File: src/hdl/gtr_pkg.sv
// Package for the glyph text rasterizer: sizes, codes, payload types and the
// command and status groups between controller and datapath. No dependencies.
`default_nettype none
package gtr_pkg;

    localparam int BITMAP_BYTES   = 8192;
    localparam int GLYPH_ENTRIES  = 256;
    localparam int MAX_GLYPH_SIZE = 32;
    localparam int SCREEN_WIDTH   = 320;
    localparam int SCREEN_HEIGHT  = 240;
    localparam int GLYPH_LIMIT    = (MAX_GLYPH_SIZE < 32) ? MAX_GLYPH_SIZE : 32;
    localparam int BM_AW          = $clog2(BITMAP_BYTES);
    localparam int GT_AW          = $clog2(GLYPH_ENTRIES);
    localparam int FETCH_BYTES    = 5;

    localparam logic [1:0] CMD_BITMAP = 2'd0;
    localparam logic [1:0] CMD_GLYPH  = 2'd1;
    localparam logic [1:0] CMD_ORIGIN = 2'd2;
    localparam logic [1:0] CMD_CHAR   = 2'd3;

    localparam logic [7:0] CODE_NONE    = 8'd0;
    localparam logic [7:0] CODE_NEWLINE = 8'd10;

    localparam logic [1:0] REG_FIRST_CODE   = 2'd0;
    localparam logic [1:0] REG_LINE_ADVANCE = 2'd1;
    localparam logic [1:0] REG_FONT_COLOUR  = 2'd2;

    typedef struct packed {
        logic [1:0]  command;
        logic [12:0] address;
        logic [7:0]  data_byte;
        logic [12:0] glyph_bitmap_offset;
        logic [5:0]  glyph_width;
        logic [5:0]  glyph_height;
        logic [7:0]  glyph_x_advance;
        logic signed [7:0] glyph_x_offset;
        logic signed [7:0] glyph_y_offset;
        logic [15:0] origin_x;
        logic [15:0] origin_y;
    } t_in_req;

    typedef struct packed {
        logic [9:0]  row_y;
        logic [15:0] start_x;
        logic [31:0] pixel_mask;
        logic [15:0] colour;
        logic        last_row;
    } t_out_req;

    typedef struct packed {
        logic [12:0] offset;
        logic [5:0]  width;
        logic [5:0]  height;
        logic [7:0]  x_advance;
        logic [7:0]  x_shift;
        logic [7:0]  y_shift;
    } t_glyph_rec;

    typedef struct packed {
        logic       accept;
        logic       load_rec;
        logic       fetch_en;
        logic [2:0] fetch_k;
        logic       take_row;
        logic       next_row;
        logic       flush;
        logic       adv_x;
    } t_cmd;

    typedef struct packed {
        logic start_glyph;
        logic row_done;
        logic row_off;
        logic mask_nz;
        logic pend_valid;
        logic out_free;
    } t_status;

endpackage
`default_nettype wire

File: src/hdl/gtr_ctrl.sv
// Controller of the glyph text rasterizer: sequences record read, row fetch,
// row emission and flush. Depends on gtr_pkg.
`default_nettype none
module gtr_ctrl (
    input  wire logic             i_clk,
    input  wire logic             i_rst_n,
    input  wire logic             i_in_valid,
    output logic                  o_in_ready,
    input  wire gtr_pkg::t_status i_status,
    output gtr_pkg::t_cmd         o_cmd
);
    import gtr_pkg::*;

    typedef enum logic [2:0] {
        S_IDLE, S_REC, S_ROW, S_FETCH, S_MASK, S_FLUSH
    } t_state;

    t_state     r_state, n_state;
    logic [2:0] r_k, n_k;
    t_cmd       cmd;

    always_comb begin
        n_state = r_state;
        n_k     = r_k;
        cmd     = '0;
        case (r_state)
            S_IDLE: begin
                cmd.accept = i_in_valid;
                if (i_in_valid && i_status.start_glyph) begin
                    n_state = S_REC;
                end
            end
            S_REC: begin
                cmd.load_rec = 1'b1;
                n_state      = S_ROW;
            end
            S_ROW: begin
                if (i_status.row_done) begin
                    n_state = S_FLUSH;
                end else if (i_status.row_off) begin
                    cmd.next_row = 1'b1;
                end else begin
                    n_k     = 3'd0;
                    n_state = S_FETCH;
                end
            end
            S_FETCH: begin
                cmd.fetch_en = 1'b1;
                cmd.fetch_k  = r_k;
                n_k          = r_k + 3'd1;
                if (r_k == 3'(FETCH_BYTES)) begin
                    n_state = S_MASK;
                end
            end
            S_MASK: begin
                if (!i_status.mask_nz) begin
                    cmd.next_row = 1'b1;
                    n_state      = S_ROW;
                end else if (!i_status.pend_valid || i_status.out_free) begin
                    cmd.take_row = 1'b1;
                    cmd.next_row = 1'b1;
                    n_state      = S_ROW;
                end
            end
            S_FLUSH: begin
                if (!i_status.pend_valid || i_status.out_free) begin
                    cmd.flush = 1'b1;
                    cmd.adv_x = 1'b1;
                    n_state   = S_IDLE;
                end
            end
            default: n_state = S_IDLE;
        endcase
    end

    always_ff @(posedge i_clk) begin
        if (!i_rst_n) begin
            r_state <= S_IDLE;
            r_k     <= 3'd0;
        end else begin
            r_state <= n_state;
            r_k     <= n_k;
        end
    end

    assign o_in_ready = (r_state == S_IDLE);
    assign o_cmd      = cmd;
endmodule
`default_nettype wire

File: config.mk
export PLATFORM = sky130hd
export DESIGN_NAME = gtr_ctrl
export DESIGN_NICKNAME = d
export VERILOG_FILES = /design/src/hdl/gtr_pkg.sv /design/src/hdl/gtr_ctrl.sv
export SDC_FILE = /design/constraint.sdc
export NUM_CORES = 1
export LEC_CHECK = 0
export BUFFER_PORTS_ARGS = -buffer_cell sky130_fd_sc_hd__buf_2
export CAP_MARGIN = 40
export CORE_AREA = 4 4 41 43
export CTS_BUF_LIST = sky130_fd_sc_hd__clkbuf_8
export CTS_CLUSTER_SIZE = 28
export DETAILED_ROUTE_END_ITERATION = 7
export DIE_AREA = 0 0 45 47
export MAX_ROUTING_LAYER = met4
export PLACE_DENSITY = 0.66
export SLEW_MARGIN = 20
export SYNTH_ARGS = -nofsm -noshare
export SYNTH_HDL_FRONTEND = slang
export SYNTH_SLANG_ARGS = --single-unit
File: constraint.sdc
create_clock -name i_clk -period 1.2 [get_ports i_clk]
set_input_delay 0.12 -clock i_clk [delete_from_list [all_inputs] [get_ports i_clk]]
set_output_delay 0.12 -clock i_clk [all_outputs]
set_load 0.05 [all_outputs]
==> run metrics, run 1 <==
outcome=complete, but fails checks; violations in the final reports=setup timing; total routing resource utilization after global routing=0.155; top-level I/O count=20; DRT Pass-1 Iters=4; maximum VDD drop=approximately 0.89 mV; leading cell types by total area after synthesis=dfxtp_1, and2_1, ha_1, nor4b_4, buf_6; async set or reset register ratio after synthesis=0; final standard cell utilization of the core=0.731; Die Y-Extent=47 um; Num CTS Buffers=3; DRC violations left=0; final worst slack=-0.205 ns; FP Rows=13; clock tree from TritonCTS=yes; via count of the first global-routing pass=520; total grt overflow=0; post-synthesis cell count=between 50 and 60; TritonCTS sink count=6; pin count of the biggest net entering global routing=9; dominant synthesized flop cell=dfxtp_1; wire length of the first global-routing pass=2210 um; leakage=about 0.41 nW; final setup violating endpoints=14; worst path arrival time=approximately 1.3 ns; antenna-violating nets left=0; worst min path class=primary input to flip-flop; worst-margin pin slew=between 0.2 and 0.3 ns; Detail Placement HPWL=approximately 960 um; Post-layout nets=roughly 110; timing-limited maximum frequency=~700 MHz; share of the clock period used by the worst path after layout=1.17; max-slew headroom at the worst pin=0.817; worst setup skew after layout=0.00285 ns; Avg Inst Size Synth=8.25 um^2; reg2reg start=r_state[1]; count of port buffers added during placement=19; growth of design area from synthesis to finish=95.4%; final total negative setup slack=-1.60 ns; sequential fraction of the synthesis area=0.247; final critical delay including setup and external delays=between 1 and 1.5 ns; critical path type=flip-flop to primary output; insertion delay of the later-clocked pin in the worst-skew pair=around 0.22 ns; Synth area leader=dfxtp_1; via count=about 550; maximum count of clock buffers along a single path=2; startpoint type of the worst setup path=flip-flop; kind of end point of the critical path=primary output; nets in the synthesized netlist=70; Crit path required time=around 1.1 ns; multi-input gate area in the final layout=430 um^2; Storage cell area=approximately 130 um^2; Yosys cell types=28; setup slack at placement=-0.138 ns; Pwr Density=approximately 1600 nW/um^2; per-cell via count in the routed design=between 5 and 6; final max-slew violation count=0; filler cell count in the final layout=approximately 110; share of Yosys cell area claimed by the top area cell type=0.247; number of warning messages in the yosys log=0; unrepaired setup endpoints after global routing=yes; number of antenna diodes=0; H-Tree Depth=1; Core Region=between 1000 and 1500 um^2; total of flip-flops plus latches after synthesis=6; First DRT Iteration DRCs=6; number of antenna violations at the first check in global routing=0; Post-synth EDFFs=0; largest fanout on the critical path=4; final weighted congestion in routability-driven placement=0.747; total power of the final layout=around 1.5 mW; clock-pin slew reported for the worst setup and hold paths after clock tree synthesis=about 0.040 ns; commonest cells in the netlist=dfxtp_1, nand2_1, nor2_1, and2_1; cell area after synthesis=between 400 and 500 um^2; number of maximum-capacitance violations=0; final hold violation count=0; average wire per standard cell=approximately 14 um; Horiz. Die Dim=roughly 45 um; Routed WL=1470 um; full die area=~2100 um^2; buffer type at the clock tree root=clkbuf_8; launch point of the critical path=r_state[2]; initial cell density of the core=0.374; share of final-layout standard cells stronger than drive strength 1=0.630; origin of the worst min-delay path=i_rst_n
[timing repair]
action,4_1_cts,5_1_grt
pin swaps,11,8
setup endpoints to repair,16,15
buffers inserted,2,1
resized for setup,38,12
hold buffers,0,0
[worst max-delay path, stage by stage, from the launching register on]
cell     delay [ns]
dfxtp_4        0.35
nor4b_4        0.32
nand2_2        0.12
o31ai_4        0.08
buf_6          0.20
[power by group]
group	internal, mW	switching [mW]
clock network	0.216	0.0920
registers	0.245	0.0519
logic	0.439	0.497
total	0.900	0.641
[worst paths after layout]
path	end	slack [ns]	cells after the start
worst max register to register	r_state[0]	-0.07	5
worst min register to register	r_k[1]	0.61	3
worst min-delay path	r_state[2]	0.17	2
worst max-delay path	o_cmd[2]	-0.20	4
[per-stage QoR]
stage               area [um^2]  instances  hold slack, ns
floorplan                   548         59           0.238
global placement            711        101           0.409
detailed placement          711        101           0.412
CTS                         883        106           0.171
global route                951        107           0.183
finish                      951        107           0.171
[cell type report]
type | instances | share of cell area
well taps | 15 | 0.0197
flip-flops and latches | 6 | 0.138
repair buffers | 34 | 0.338
inverters | 2 | 0.00789
multi-input cells | 47 | 0.453
clock buffers | 3 | 0.0434
[cell families after synthesis]
family / Yosys count / synth area share
xor gates and xnor gates: 3 / 0.0540
and+or+nand+nor: 31 / 0.378
buffers and inverters: 6 / 0.0874
adders and majority gates: 2 / 0.0514
AOI/OAI and AO/OA: 11 / 0.183
DFF: 6 / 0.247
[cells in the final DEF (no fill, tap or decap), types with 2 or more instances in the layout]
master	n
and2_4	4
buf_2	8
buf_4	10
buf_6	9
buf_8	7
clkbuf_8	3
dfxtp_1	3
dfxtp_4	3
ha_1	2
inv_1	2
nand2_1	4
nand2_2	2
nand2b_1	2
nor2_1	6
nor2b_1	2
nor3_4	2
nor3b_1	2
o21a_1	2
[per-layer routing]
layer / vias up / track usage / part of all wire
met5: - / - / 0
met4: 0 / 0.0877 / 0.018
met3: 5 / 0.0383 / 0.049
met2: 16 / 0.280 / 0.56
met1: 258 / 0.151 / 0.37
li1: 270 / - / -
[flip-flops by register name, indices dropped and copies added, names as in the netlist]
name and count:
r_state 3, r_k 3
No activity file was read; power rests on OpenSTA's default activity.
==> inputs of run 2 (changes only) <==
- BUFFER_PORTS_ARGS: -buffer_cell sky130_fd_sc_hd__buf_2 -> default
- DONT_BUFFER_PORTS: default -> 1
- PLACE_DENSITY: 0.66 -> default
==> run 2 against run 1 <==
Compared with the run above:
- the flow still finishes with violations (setup timing)
- count of clock-buffer cells in the layout stayed put
- non-clock buffer count is 11 lower
- via count shrank 9.1%
- first-iteration DRC count decreased by 67%
- fmax rose by 0.63%
- sequential share of layout area is 1.6 points higher
- critical path type unchanged
- power shrank 2.5%
- register-to-register slack got worse by 0.09 ns
==> run metrics, run 2 (synthesis results as in run 1) <==
largest fanout on the critical path=7; final critical delay including setup and external delays=1.40 ns; Worst Hold Path Cells=1; Crit path required time=around 1.1 ns; kind of end point of the critical path=primary output; insertion delay of the later-clocked pin in the worst-skew pair=0.22 ns; FP Rows=13; clock-pin slew reported for the worst setup and hold paths after clock tree synthesis=around 0.04 ns; worst setup skew after layout=0.000660 ns; antenna-violating nets left=0; launch point of the critical path=r_state[0]; timing-limited maximum frequency=just over 700 MHz; total routing resource utilization after global routing=0.153; Core Region=between 1000 and 1500 um^2; DRC violations left=0; initial cell density of the core=0.374; combinational power share=0.598; Pwr Density=between 1500 and 2000 nW/um^2; final worst slack=-0.196 ns; max-slew headroom at the worst pin=0.849; average wire per standard cell=roughly 14 um; Post-layout nets=94; worst min path class=primary input to flip-flop; number of cells on the worst reg-to-reg path=5; sequential share of power=0.202; share of final-layout standard cells stronger than drive strength 1=0.580; most common cell after layout, fill and taps aside=buf_4; count of port buffers added during placement=0; Horiz. Die Dim=45 um; final total negative setup slack=-1.53 ns; maximum VDD drop=between 1 and 1.5 mV; outcome=complete, but fails checks; number of maximum-capacitance violations=0; First DRT Iteration DRCs=2; Int Pwr=approximately 0.9 mW; cell with the biggest individual delay on the critical path=dfxtp_4; final max-slew violation count=0; origin of the worst min-delay path=i_rst_n; final standard cell utilization of the core=0.656; final setup violating endpoints=14; wire length of the first global-routing pass=~2200 um; Clk network pwr share=0.200; setup slack at placement=-0.142 ns; Die Y-Extent=47 um; worst path arrival time=1.28 ns; buffer type at the clock tree root=clkbuf_8; switching share of power=0.409; share of the clock period used by the worst path after layout=1.16; growth of design area from synthesis to finish=75.3%; Num CTS Buffers=3; worst-margin pin slew=roughly 0.23 ns; via count of the first global-routing pass=roughly 520; commonest cells after routing, fill and taps aside=buf_4, buf_6, nor2_1, nand2_1, and2_4; reg2reg start=r_state[0]; full die area=about 2100 um^2; TritonCTS sink count=6; CP peak stage delay=0.36 ns; final weighted congestion in routability-driven placement=between 0.7 and 0.8; number of antenna diodes=0; total grt overflow=0; maximum count of clock buffers along a single path=2; startpoint type of the worst setup path=flip-flop; leakage=between 0.3 and 0.4 nW; final hold violation count=0; via count=approximately 500; pin count of the biggest net entering global routing=8; cell chain of the critical path=nor4b_4 > nand2_1 > o31ai_4 > buf_12; per-cell via count in the routed design=about 5.2; H-Tree Depth=1; DRT Pass-1 Iters=3; biggest regs=r_k: 3 flops, r_state: 3 flops; top-level I/O count=20; Routed WL=1310 um; violations in the final reports=setup timing; unrepaired setup endpoints after global routing=yes; number of antenna violations at the first check in global routing=0; power dissipated by switching net loads=0.614 mW; Detail Placement HPWL=892 um; clock tree from TritonCTS=yes; critical path type=flip-flop to primary output
[run 2: per-stage QoR]
stage	total power [mW]	cell area, um^2	hold slack (ns)	instances
4_1_cts	1.45	810	0.0108	95
3_5_place_dp	1.06	686	0.243	88
3_3_place_gp	1.05	686	0.241	88
6_report	1.50	853	0.0141	96
5_1_grt	1.60	853	0.0118	96
2_1_floorplan	0.853	548	0.238	59
[run 2: what timing repair did]
| item | CTS | global route |
|---|---|---|
| buffers inserted | 4 | 1 |
| resized for setup | 17 | 7 |
| pin swaps | 7 | 7 |
| setup endpoints to repair | 15 | 15 |
| endpoints found under the hold margin | 0 | 0 |
| hold buffers | 0 | 0 |
[run 2: path summary, 6_finish.rpt]
kind | to | slack, ns
worst max-delay path | o_cmd[2] | -0.20
worst min-delay path | r_state[2] | 0.01
worst max register to register | r_state[0] | -0.16
worst min register to register | r_k[1] | 0.61
[run 2: power by group through the flow]
stage / registers [mW] / logic (mW) / clock network (mW)
floorplan: 0.285 / 0.568 / 0
detailed placement: 0.294 / 0.765 / 0
global placement: 0.293 / 0.762 / 0
CTS: 0.301 / 0.835 / 0.313
global route: 0.311 / 0.956 / 0.329
finish: 0.303 / 0.898 / 0.301
[run 2: layout make-up]
class                           instances  area, um^2
Sequential cell                         6         131
Timing Repair Buffer                   23         235
Multi-Input combinational cell         47         419
Fill cell                             117         448
Inverter                                2        7.51
Tap cell                               15        18.8
Clock buffer                            3        41.3
[run 2: worst max-delay path, delay by kind of cell (launching register included)]
kind | cells | cell delay [ns]
buf+inv | 1 | 0.17
simple gates | 2 | 0.43
flops | 1 | 0.36
compound gates | 1 | 0.09
[run 2: routing by layer]
layer | up-vias | share of wire | GRT usage
met5 | - | 0 | -
met4 | 0 | 0.029 | 0.123
li1 | 248 | - | -
met1 | 230 | 0.36 | 0.142
met3 | 5 | 0.077 | 0.0307
met2 | 16 | 0.54 | 0.271
==> inputs of run 3 (changes only) <==
- ABC_AREA: default -> 1
==> run 3 against run 2 <==
Compared with the run above:
- the run still ends with setup timing left
- power increased by 37%
- via count increased by 28%
- hold slack barely moved
- register-to-register slack better by 0.05 ns
- die area did not move
- largest cell class unchanged
- highest routed layer unchanged
==> run metrics, run 3 <==
outcome=complete, but fails checks; violations in the final reports=setup timing; final weighted congestion in routability-driven placement=around 0.95; Routed WL=1920 um; max-slew headroom at the worst pin=0.748; DRT Pass-1 Iters=6; growth of design area from synthesis to finish=105%; commonest cells after routing, fill and taps aside=nand2_1, nor2_4, inv_1, nor2_1, buf_4; Pwr Density=1940 nW/um^2; clock tree from TritonCTS=yes; total of flip-flops plus latches after synthesis=6; filler cell count in the final layout=76; number of warning messages in the yosys log=0; antenna-violating nets left=0; buffer type at the clock tree root=clkbuf_8; Num CTS Buffers=3; clock-pin slew reported for the worst setup and hold paths after clock tree synthesis=0.04 ns; final max-slew violation count=0; post-synthesis cell count=between 80 and 90; Post-layout nets=roughly 120; worst min path class=primary input to flip-flop; Core Region=~1300 um^2; worst setup skew after layout=0.00113 ns; final design instance area without fill=~1100 um^2; via count of the first global-routing pass=roughly 600; share of Yosys cell area claimed by the top area cell type=0.232; Detail Placement HPWL=roughly 1100 um; kind of end point of the critical path=primary output; pin count of the biggest net entering global routing=8; commonest cells in the netlist=nand2_1, nor2_1, inv_1, dfxtp_1, nor2_2; hold slack final=0.0139 ns; number of antenna diodes=0; total grt overflow=0; count of port buffers added during placement=0; leakage=~0.47 nW; unrepaired setup endpoints after global routing=yes; number of maximum-capacitance violations=0; Horiz. Die Dim=between 40 and 50 um; top-level I/O count=20; DRC violations left=0; Post-synth EDFFs=0; maximum count of clock buffers along a single path=2; final worst slack=-0.115 ns; hold buffers post-CTS=0; insertion delay of the later-clocked pin in the worst-skew pair=approximately 0.22 ns; final critical delay including setup and external delays=about 1.3 ns; startpoint type of the worst setup path=flip-flop; H-Tree Depth=1; largest fanout on the critical path=5; per-cell via count in the routed design=slightly above 5; worst path arrival time=approximately 1.2 ns; wire length of the first global-routing pass=~2700 um; final hold violation count=0; Die Y-Extent=between 40 and 50 um; sequential fraction of the synthesis area=0.232; initial cell density of the core=0.397; Worst Hold Path Cells=2; nets in the synthesized netlist=96; Synth area leader=dfxtp_1; First DRT Iteration DRCs=18; number of cells on the worst reg-to-reg path=8; total routing resource utilization after global routing=0.187; biggest regs=r_k: 3 flops, r_state: 3 flops; placed standard-cell area=between 700 and 800 um^2; dpl cells=about 120; average wire per standard cell=15.2 um; most common cell in the netlist=nand2_1; non-filler cells, final=between 100 and 150; share of final-layout standard cells stronger than drive strength 1=0.649; critical path type=flip-flop to primary output; timing-limited maximum frequency=760 MHz; Avg Inst Size Synth=roughly 6 um^2; cell area after synthesis=517 um^2; share of the clock period used by the worst path after layout=1.10; maximum VDD drop=between 1.5 and 2 mV; via count=approximately 640; TritonCTS sink count=6; final setup violating endpoints=16; number of antenna violations at the first check in global routing=0; async set or reset register ratio after synthesis=0; Yosys cell types=19; dominant synthesized flop cell=dfxtp_1; final total negative setup slack=-1.18 ns; Crit path required time=between 1 and 1.5 ns; worst-margin pin slew=~0.38 ns; full die area=2120 um^2; FP Rows=13; leading cell types by total area after synthesis=dfxtp_1, nand2_1, nor2_1, inv_1, nor2_2
==> run 3: cell types whose count changed after synthesis, moves of 4 or more <==
cell	delta
nor2_2	+5
inv_1	+11
nor2_1	+9
and2_1	-4
nand3_1	+4
nand2_1	+11
==> run 3: routing by layer <==
| layer | wire length (um) | global-route usage | vias to the layer above |
|---|---|---|---|
| met5 | 0 | - | - |
| met4 | 8 | 0.0351 | 0 |
| met3 | 70 | 0.0613 | 2 |
| met2 | 1010 | 0.325 | 17 |
| met1 | 827 | 0.211 | 309 |
| li1 | - | - | 313 |
==> run 3: what timing repair did <==
item / CTS / global route
cloned: 0 / 0
setup endpoints to repair: 13 / 17
setup buffers: 5 / 3
resized for setup: 22 / 27
pin swaps: 8 / 9
==> run 3: report_power, final <==
group / leakage, nW / internal, mW / switching (mW) / total [mW]
logic: 0.396 / 0.600 / 0.790 / 1.39
registers: 0.0509 / 0.257 / 0.103 / 0.359
clock network: 0.0216 / 0.216 / 0.0901 / 0.306
==> run 3: final timing paths <==
path | start | to | slack (ns)
max reg2reg | r_state[1] | r_state[0] | -0.11
max | r_state[1] | o_cmd[7] | -0.12
min reg2reg | r_k[2] | r_k[2] | 0.53
min | i_rst_n | r_k[2] | 0.01
==> run 3: logic make-up (layout without fill, tap and decap cells) <==
logic type,Yosys count,after routing,synth area share
flip-flops,6,6,0.232
AND/OR/NAND/NOR,50,50,0.470
adder cells (fa/ha/maj),2,2,0.0484
buffers and inverters,18,44,0.153
AO/OA/AOI/OAI,9,9,0.0968
==> run 3: critical path, cell delays in order, from the launching register on <==
cell,delay (ns)
dfxtp_4,0.41
nand2_4,0.07
nor2_4,0.14
buf_6,0.14
buf_12,0.10
buf_12,0.12
==> run 3: layout make-up <==
cell class / count / area [um^2] / share of cell area
well taps: 15 / 18.8 / 0.0177
clock buffers: 3 / 41.3 / 0.0390
repair buffers: 25 / 322 / 0.304
multi-input cells: 61 / 475 / 0.449
inverters: 16 / 70.1 / 0.0662
flip-flops and latches: 6 / 131 / 0.124
==> run 3: metrics by stage <==
stage | util | setup slack (ns) | total power, mW
2_1_floorplan | - | -0.288 | 0.939
3_3_place_gp | 0.587 | 0.0152 | 1.27
3_5_place_dp | 0.587 | -0.0165 | 1.28
4_1_cts | 0.709 | -0.0921 | 1.76
5_1_grt | 0.813 | -0.190 | 2.17
6_report | 0.813 | -0.115 | 2.06
